--- src/hw/rtl/swmc_pkg.sv ---
// Shared constants and types for the sliding-window median cost block.
package swmc_pkg;

	localparam int WINDOW_MAX_DEF  = 64;
	localparam int SAMPLE_BITS_DEF = 16;
	localparam int COST_BITS       = 22;
	localparam int COST_TDATA_W    = ((COST_BITS + 7) / 8) * 8;
	localparam int CFG_BITS        = 7;
	localparam int WINDOW_LEN_RST  = 3;
	localparam int FIFO_DEPTH      = 8;

	// Flags each cell publishes to its neighbours and to the top level.
	typedef struct packed {
		logic less;  // holds a sample below the incoming one
		logic del;   // sits at or above the sample leaving the window
		logic old;   // holds the sample leaving the window
	} cell_flags_t;

	typedef enum logic {
		PH_IDLE,
		PH_UPD
	} phase_t;

endpackage

--- src/hw/rtl/swmc_cell.sv ---
// One cell of the sorted window: holds a sample and its age, shifts with its neighbours.
module swmc_cell #(
	parameter int SAMPLE_BITS = swmc_pkg::SAMPLE_BITS_DEF,
	parameter int IDX_W       = 6
) (
	input  logic                     clk,
	input  logic                     arst_n,
	input  logic                     upd,
	input  logic                     clr,
	input  logic [SAMPLE_BITS-1:0]   new_val,
	input  logic [SAMPLE_BITS-1:0]   v_old,
	input  logic [IDX_W-1:0]         len_m1,
	input  logic                     full,
	input  logic [SAMPLE_BITS-1:0]   med,
	input  logic                     lo_valid,
	input  logic [SAMPLE_BITS-1:0]   lo_val,
	input  logic [IDX_W-1:0]         lo_age,
	input  swmc_pkg::cell_flags_t    lo_flags,
	input  logic                     hi_valid,
	input  logic [SAMPLE_BITS-1:0]   hi_val,
	input  logic [IDX_W-1:0]         hi_age,
	input  swmc_pkg::cell_flags_t    hi_flags,
	output logic                     valid,
	output logic [SAMPLE_BITS-1:0]   val,
	output logic [IDX_W-1:0]         age,
	output swmc_pkg::cell_flags_t    flags,
	output logic [SAMPLE_BITS-1:0]   dev
);
	import swmc_pkg::*;

	logic                   valid_q;
	logic [SAMPLE_BITS-1:0] val_q;
	logic [IDX_W-1:0]       age_q;
	logic                   is_old;
	logic                   less;
	logic                   del;
	logic                   r_less;
	logic                   rm1_less;
	logic                   nxt_valid;
	logic [SAMPLE_BITS-1:0] nxt_val;
	logic [IDX_W-1:0]       nxt_age;

	// Order is by value, then by age, so the incoming sample goes below equal values.
	assign is_old = full & valid_q & (age_q == len_m1);
	assign less   = valid_q & (val_q < new_val);
	assign del    = full & valid_q & ((val_q > v_old) | is_old);
	assign flags  = '{less: less, del: del, old: is_old};

	// After removal the survivors form a list R; these are R[i] < new and R[i-1] < new.
	assign r_less   = del ? hi_flags.less : less;
	assign rm1_less = lo_flags.del ? less : lo_flags.less;

	always_comb begin
		if (r_less) begin
			if (del) begin
				nxt_valid = hi_valid;
				nxt_val   = hi_val;
				nxt_age   = hi_age + IDX_W'(1);
			end else begin
				nxt_valid = valid_q;
				nxt_val   = val_q;
				nxt_age   = age_q + IDX_W'(1);
			end
		end else if (rm1_less) begin
			nxt_valid = 1'b1;
			nxt_val   = new_val;
			nxt_age   = '0;
		end else if (lo_flags.del) begin
			nxt_valid = valid_q;
			nxt_val   = val_q;
			nxt_age   = age_q + IDX_W'(1);
		end else begin
			nxt_valid = lo_valid;
			nxt_val   = lo_val;
			nxt_age   = lo_age + IDX_W'(1);
		end
	end

	always_ff @(posedge clk or negedge arst_n) begin
		if (!arst_n) begin
			valid_q <= 1'b0;
		end else if (clr) begin
			valid_q <= 1'b0;
		end else if (upd) begin
			valid_q <= nxt_valid;
		end
	end

	always_ff @(posedge clk) begin
		if (upd) begin
			val_q <= nxt_val;
			age_q <= nxt_age;
		end
	end

	always_comb begin
		if (!valid_q) begin
			dev = '0;
		end else if (val_q >= med) begin
			dev = val_q - med;
		end else begin
			dev = med - val_q;
		end
	end

	assign valid = valid_q;
	assign val   = val_q;
	assign age   = age_q;

endmodule

--- config.mk ---
export PLATFORM = sky130hd
export DESIGN_NAME = swmc_cell
export DESIGN_NICKNAME = d
export VERILOG_FILES = /design/src/hw/rtl/swmc_pkg.sv /design/src/hw/rtl/swmc_cell.sv
export SDC_FILE = /design/constraint.sdc
export NUM_CORES = 1
export LEC_CHECK = 0
export ABC_AREA = 1
export BUFFER_PORTS_ARGS = -buffer_cell sky130_fd_sc_hd__buf_2
export CORE_ASPECT_RATIO = 0.5
export CORE_MARGIN = 2
export CORE_UTILIZATION = 52
export CTS_BUF_LIST = sky130_fd_sc_hd__clkbuf_4
export DETAILED_ROUTE_END_ITERATION = 10
export PLACE_DENSITY = 0.95
export SYNTH_ARGS = -nofsm -noshare
export SYNTH_HDL_FRONTEND = slang
export SYNTH_SLANG_ARGS = --single-unit
--- constraint.sdc ---
create_clock -name clk -period 3.5 [get_ports clk]
set_clock_uncertainty 0.05 [all_clocks]
set_input_delay 0.7 -clock clk [delete_from_list [all_inputs] [get_ports clk]]
set_output_delay 0.7 -clock clk [all_outputs]
set_load 0.02 [all_outputs]
==> results.cfg, run 1 <==
[timing]
slew_violations = 0
post-route-period-util = 1.05
setup_viol = 15
worstMarginPinSlew_ns = 0.437
rsz0062_at_grt = true
hold_violations = 0
min_period_ns = 3.69
slew-limit-headroom = 0.705
clock.fmax_mhz = 271
worst_slack_ns = -0.187
hold_slack_ns = 0.0851
setup_tns_ns = -1.80

[layout]
drive_gt1_frac = 0.324
antennaDiodeCount = 0
fin_nets = 1030
area_growth_pct = 37.3

[drt]
drt_pass1_iterations = 6
drtIter0Drc = 719
wl_per_cell_um = 16.7
drt-vias-per-instance = 5.92
drc = 0
routed_wl_um = 16000
vias = 5679
antenna_left = 0

[clocking]
clk_pin_slew_worst_paths_ns = 0.13
cts_sinks = 23
cts_tree = yes
root_buffer = clkbuf_4
clk_latency_ns = 0.31
htreeDepth = 1
cts_buffer_depth = 2
postCtsHoldBufs = 0
numCtsBuffers = 3

[floorplan]
rows = 22
start_util = 0.549
io_pins = 153
core_area_mm2 = 0.00751
die_w_um = 130
die_h_um = 67.0
dieArea_mm2 = 0.00871

[yosys]
syn_inst = 651
synth_edf_count = 22
ys_seq_elements = 23
async_flop_share = 0.0435
synth-main-ff-cell = edfxtp_1
synth_warnings = 0
netlist_area_mm2 = 0.00413
yosys.area.top_type = ha_1
synth_common_cells = 147 x nand2_1, 107 x inv_1, 86 x a21oi_1, 67 x nor2_1, 65 x ha_1
synth_top_cells_by_area = ha_1 20%, edfxtp_1 16%, nand2_1 13%
synthDominantCellAreaShare = 0.197
synth.most_common_cell = nand2_1
synth-seq-area-share = 0.166
syn-mean-instance-area_um2 = 6.34
synth_fp_nets = 829
yosysUniqueCellTypes = 43

[power]
totalPowerFinal_uw = 2470
power.leakage_uw = 0.00316
powerDensity_mw_per_mm2 = 436
ir_worst_vdd_mv = 0.224

[hold_path]
hold_class = input port to async pin

[setup_path]
cp.required_ns = 2.75
r2r_slack_ns = 0.24
crit_type = input port to output port
end_kind = output port
max_stage_delay_ns = 0.35
critPathLaunchType = input port
path_cells = buf_2 -> inv_1 -> ha_1 -> a21oi_1 -> o21ai_0 -> a21oi_2 -> nand3_4 -> buf_6 -> nand2_1 -> o21ai_4 -> o21ai_2 -> a21oi_2 -> buf_6
arrival_ns = 2.94
crit_fanout = 6
cpMaxStageDelayCell = a21oi_2

[status]
violations = setup timing
status = finished with violations

[grt]
grt_max_degree = 19
grt_pass1_wl_um = 21000
antenna_found_initial = 0
overflow = 0
grt_pass1_vias = 4768
grt_usage = 0.303

[place]
hpwl_um = 10800
portBuffers = 149
gp_congestion = 0.949

[flow_run]
cap_violations = 0
[layer usage]
| metal | part of all wire | vias up | GRT usage |
|---|---|---|---|
| met2 | 0.46 | 479 | 0.551 |
| met5 | 0 | - | 0 |
| met4 | 0.063 | 0 | 0.117 |
| li1 | - | 2538 | - |
| met3 | 0.10 | 146 | 0.0321 |
| met1 | 0.37 | 2516 | 0.372 |
[flip-flops by register name, summed over array words and instances (netlist names)]
register and flops:
valid 1, val 16, age 6
[worst paths after layout]
check / start / end / cells past startpoint
min in group clk: hi_val[13] / val[13] / 3
min: arst_n / valid / 1
min reg2reg: valid / valid / 3
max reg2reg: val[9] / val[15] / 16
max in group asynchronous: arst_n / valid / 1
max: med[11] / dev[7] / 13
[through the flow]
step	setup slack (ns)	util	instances	cell area, µm²
after CTS	0.000940	0.697	936	5240
after global routing	-0.264	0.755	959	5670
after detailed placement	-0.0767	0.688	929	5170
after floorplan	0.106	-	651	4130
final	-0.187	0.755	959	5670
after global placement	-0.0196	0.688	929	5170
[placed cells by master, fill, tap and decap left out, types with 13 or more instances in the layout]
cell      count
buf_4        67
nand2_2      15
buf_2       136
nand2_1     138
inv_1       105
o21ai_1      13
a21oi_1      81
ha_1         58
o21ai_0      33
nand3_1      18
edfxtp_1     22
nor2_1       65
[logic make-up (layout without fill, tap and decap cells)]
| family | Yosys count | after routing | share of synthesized area |
|---|---|---|---|
| compound gates | 156 | 156 | 0.202 |
| xor+xnor | 9 | 9 | 0.0191 |
| fa+ha+maj | 67 | 67 | 0.207 |
| buf+inv | 130 | 329 | 0.133 |
| flops | 23 | 23 | 0.166 |
| simple gates | 266 | 267 | 0.273 |
[layout make-up]
| type | count | area, µm² |
|---|---|---|
| flip-flops and latches | 23 | 686 |
| well taps | 108 | 135 |
| repair buffers | 209 | 1250 |
| inverters | 116 | 445 |
| fillers | 509 | 1840 |
| clock buffers | 4 | 30.0 |
| multi-input cells | 499 | 3120 |
[worst max-delay path: cells and delay by family]
family	cells	cell delay [ns]
buf+inv	4	0.47
fa+ha+maj	1	0.33
simple gates	2	0.36
compound gates	6	1.07
[what timing repair did]
item | 4_1_cts | 5_1_grt
cloned | 1 | 0
hold endpoints to repair | 0 | 0
pin swaps | 2 | 17
resized for setup | 5 | 71
setup endpoints to repair | 14 | 14
setup buffers | 2 | 23
[report_power, final]
group	leakage, µW	internal [µW]	switching, µW
registers	0.000224	385	74.1
clock network	0.0000184	52.1	81.1
logic	0.00292	743	1140
total	0.00316	1180	1290
Note: power is estimated with default switching activity, not from simulation.
==> inputs of run 2 (changes only) <==
- CORE_UTILIZATION: 52 -> 40
- PLACE_DENSITY: 0.95 -> 0.79
==> run 2 against run 1 <==
Total power is 5.3% lower; via count is 11% lower; wire length is 16% lower; utilization is 20 points lower; the run still ends with setup timing left; highest routed layer unchanged; sequential share of layout area hardly changed.
==> results.cfg, run 2 (synthesis gave the netlist of run 1 again) <==
[drt]
drt-vias-per-instance = 5.06
drc = 0
drt_pass1_iterations = 5
routed_wl_um = 13400
vias = 5059
wl_per_cell_um = 13.4
antenna_left = 0
drtIter0Drc = 250

[layout]
antennaDiodeCount = 0
area_growth_pct = 37.0
largest_reg_flops = 16
final_core_util = 0.559
drive_gt1_frac = 0.314
final_cell_mix = 142 x nand2_1, 136 x buf_2, 106 x inv_1, 84 x a21oi_1, 79 x buf_4
layout.cells.non_filler = 1000
layout_commonest_cell = nand2_1
fin_nets = 1039

[clocking]
numCtsBuffers = 3
postCtsHoldBufs = 0
cts_sinks = 23
htreeDepth = 1
root_buffer = clkbuf_4
cts_buffer_depth = 2
cts_tree = yes
clk_pin_slew_worst_paths_ns = 0.13
clk_latency_ns = 0.31

[floorplan]
dieArea_mm2 = 0.0112
rows = 26
die_w_um = 148
core_area_mm2 = 0.0101
die_h_um = 75.8
io_pins = 153
start_util = 0.408

[timing]
slew_violations = 0
slew-limit-headroom = 0.702
post-route-period-util = 1.00
worstMarginPinSlew_ns = 0.447
rsz0062_at_grt = true
setup_tns_ns = -0.00715
hold_violations = 0
worst_slack_ns = -0.00715
setup_viol = 1
min_period_ns = 3.51
clock.fmax_mhz = 285

[hold_path]
hold_class = input port to async pin

[setup_path]
crit_type = input port to output port
critPathLaunchType = input port
arrival_ns = 2.76
cp.required_ns = 2.75
crit_fanout = 7
end_kind = output port

[place]
placed_cells = 978
hpwl_um = 10900
gp_congestion = 0.949
pre_cts_ws_ns = -0.107
portBuffers = 149

[grt]
antenna_found_initial = 0
grt_usage = 0.223
overflow = 0
grt_max_degree = 19
grt_pass1_vias = 4715
grt_pass1_wl_um = 20300

[power]
totalPowerFinal_uw = 2340
powerDensity_mw_per_mm2 = 414
ir_worst_vdd_mv = 0.186
power.leakage_uw = 0.00319

[status]
violations = setup timing
status = finished with violations

[flow_run]
cap_violations = 0
run 2: cell type report:
cell class | count | area [µm²]
fillers | 927 | 4460
multi-input cells | 498 | 3000
repair buffers | 219 | 1320
flip-flops and latches | 23 | 686
inverters | 116 | 448
well taps | 140 | 175
clock buffers | 3 | 22.5
clock inverters | 1 | 5.00
run 2: routing by layer:
layer  wire length (µm)  vias to the layer above  track usage
li1                   -                     2549            -
met1               5750                     2306        0.278
met2               6760                      172        0.429
met3                649                       32       0.0198
met4                270                        0       0.0513
met5                  0                        -            0
run 2: worst paths after layout:
check | startpoint | to | cells past startpoint | slack [ns]
max in group asynchronous | arst_n | valid | 1 | 3.23
hold / removal | arst_n | valid | 1 | 0.08
min in group clk | hi_val[7] | val[7] | 3 | 0.66
setup / recovery | med[5] | dev[15] | 14 | -0.007
hold reg to reg | valid | valid | 2 | 0.72
setup reg to reg | val[1] | val[8] | 18 | 0.42
run 2: critical path: stages:
cell,delay [ns]
buf_2,0.10
inv_1,0.04
ha_1,0.34
a21oi_1,0.27
o21ai_1,0.11
a21oi_2,0.16
inv_2,0.05
nand2_2,0.08
nand3_4,0.16
buf_4,0.19
o21ai_2,0.16
o21ai_1,0.08
a21oi_1,0.15
buf_4,0.16
run 2: stage by stage:
step	hold slack (ns)	area [µm²]
global route	0.0571	5660
floorplan	0.354	4130
global placement	0.426	5340
detailed placement	0.429	5340
CTS	0.0693	5440
finish	0.0850	5660
run 2: power by group:
group	leakage (µW)	switching (µW)	total, µW	internal [µW]
sequential	0.000224	69.7	454	385
combinational	0.00295	1030	1760	732
clock	0.0000177	83.6	126	42.7
total	0.00319	1180	2340	1160
run 2: repair_timing:
item                       4_1_cts  5_1_grt
hold endpoints to repair         0        0
cloned                           0        0
resized for setup                9       45
setup buffers                    7       11
pin swaps                        1        7
setup endpoints to repair       14       14
==> inputs of run 3 (changes only) <==
- CORE_ASPECT_RATIO: 0.5 -> 1.25
- SLEW_MARGIN: unset -> 20
==> run 3 against run 2 <==
The flow still finishes with violations (setup timing); non-clock buffer count decreased by 2; global-route usage increased by 0.51 points; utilization increased by 1.4 points; die area decreased by 0.39%; final cell count decreased by 1.1%; sequential share of layout area decreased by 0.21 points.
==> results.cfg, run 3 (synthesis gave the netlist of run 1 again) <==
[status]
status = finished with violations
violations = setup timing

[timing]
rsz0062_at_grt = true
hold_violations = 0
setup_tns_ns = -0.000812
worst_slack_ns = -0.000812
clock.fmax_mhz = 286
slew_violations = 0
post-route-period-util = 1.00
setup_viol = 1
min_period_ns = 3.50
slew-limit-headroom = 0.757
worstMarginPinSlew_ns = 0.363

[grt]
grt_pass1_wl_um = 20500
grt_pass1_vias = 4523
grt_usage = 0.228
grt_max_degree = 19
antenna_found_initial = 0
overflow = 0

[layout]
fin_nets = 1039
antennaDiodeCount = 0
area_growth_pct = 39.4
final_cell_mix = 135 x buf_2, 132 x nand2_1, 104 x inv_1, 79 x a21oi_1, 75 x buf_4
drive_gt1_frac = 0.341
finalInstanceArea_mm2 = 0.00576
largest_reg_flops = 16
final_core_util = 0.573
layout_commonest_cell = buf_2

[power]
powerDensity_mw_per_mm2 = 415
power.leakage_uw = 0.00321
ir_worst_vdd_mv = 0.237

[drt]
routed_wl_um = 13400
drt-vias-per-instance = 5.05
vias = 4997
drt_pass1_iterations = 4
wl_per_cell_um = 13.6
drtIter0Drc = 133
drc = 0
antenna_left = 0

[clocking]
root_buffer = clkbuf_4
cts_tree = yes
cts_sinks = 23
cts_buffer_depth = 2
clk_latency_ns = 0.32
clk_pin_slew_worst_paths_ns = 0.13
htreeDepth = 1
numCtsBuffers = 3
postCtsHoldBufs = 0

[floorplan]
die_w_um = 94.9
core_area_mm2 = 0.0101
io_pins = 153
rows = 41
die_h_um = 118
dieArea_mm2 = 0.0112
start_util = 0.411

[setup_path]
cpMaxStageDelayCell = edfxtp_1
crit_fanout = 8
max_stage_delay_ns = 0.44
end_kind = output port
cp.required_ns = 2.75
critPathLaunchType = flip-flop
crit_type = flip-flop to output port
arrival_ns = 2.75
path_cells = inv_2 -> ha_4 -> inv_2 -> fa_2 -> nand2_2 -> nand2_2 -> a21oi_2 -> inv_2 -> nand2_4 -> nand3_4 -> buf_4 -> o21ai_2 -> nand2_2 -> buf_4 -> a21oi_2 -> buf_6
critical_path_buf_inv_count = 6
cpLargestDelayFamily = buffers and inverters

[place]
place_area_mm2 = 0.00534
gp_congestion = 0.952
portBuffers = 149
hpwl_um = 11100

[hold_path]
hold_class = input port to async pin

[flow_run]
cap_violations = 0
[run 3: cell count changes in the layout (fill, tap and decap cells not counted), sizes merged]
cell,before,now
nand3,22,23
inv,114,116
buf,219,217
clkbuf,3,4
clkinv,3,1
[run 3: layer usage]
metal,up-vias,share of wire,track usage
li1,2553,-,-
met1,2226,0.39,0.261
met2,187,0.52,0.426
met3,31,0.072,0.0359
met4,0,0.023,0.0589
met5,-,0,0
[run 3: final cells by class]
type	instances	area (µm²)
timing repair inverter	1	8.76
sequential	23	686
timing repair buffer	217	1320
multi-input combinational	499	3110
fill	977	4300
inverter	116	443
tap	129	161
clock buffer	4	30.0
[run 3: path summary, 6_finish.rpt]
check	endpoint	cells after the start	slack (ns)	startpoint
worst max-delay path	dev[12]	16	-0.0008	val[0]
worst min-delay path	valid	1	0.08	arst_n
worst max register to register	val[9]	15	0.52	val[9]
worst min register to register	valid	3	0.67	valid
max in group asynchronous	valid	1	3.24	arst_n
min in group clk	val[14]	3	0.65	hi_val[14]
[run 3: repair_timing]
item | 4_1_cts | 5_1_grt
endpoints found under the setup margin | 14 | 14
cloned | 1 | 1
pin swaps | 2 | 16
resized for setup | 5 | 79
buffers inserted | 1 | 13
hold endpoints to repair | 0 | 0
[run 3: through the flow]
step                worst slack [ns]  hold slack [ns]  cells  power [µW]
finish                     -0.000812           0.0753    989        2390
global route                  -0.144           0.0584    989        2590
CTS                          -0.0169           0.0688    975        2190
detailed placement           -0.0273            0.427    969        2040
global placement             0.00404            0.428    969        2010
floorplan                      0.106            0.354    651        1470
[run 3: where the power goes]
part	switching, µW	total, µW	internal (µW)
Sequential	62.8	447	385
Combinational	1050	1800	751
Clock	83.7	136	52.4
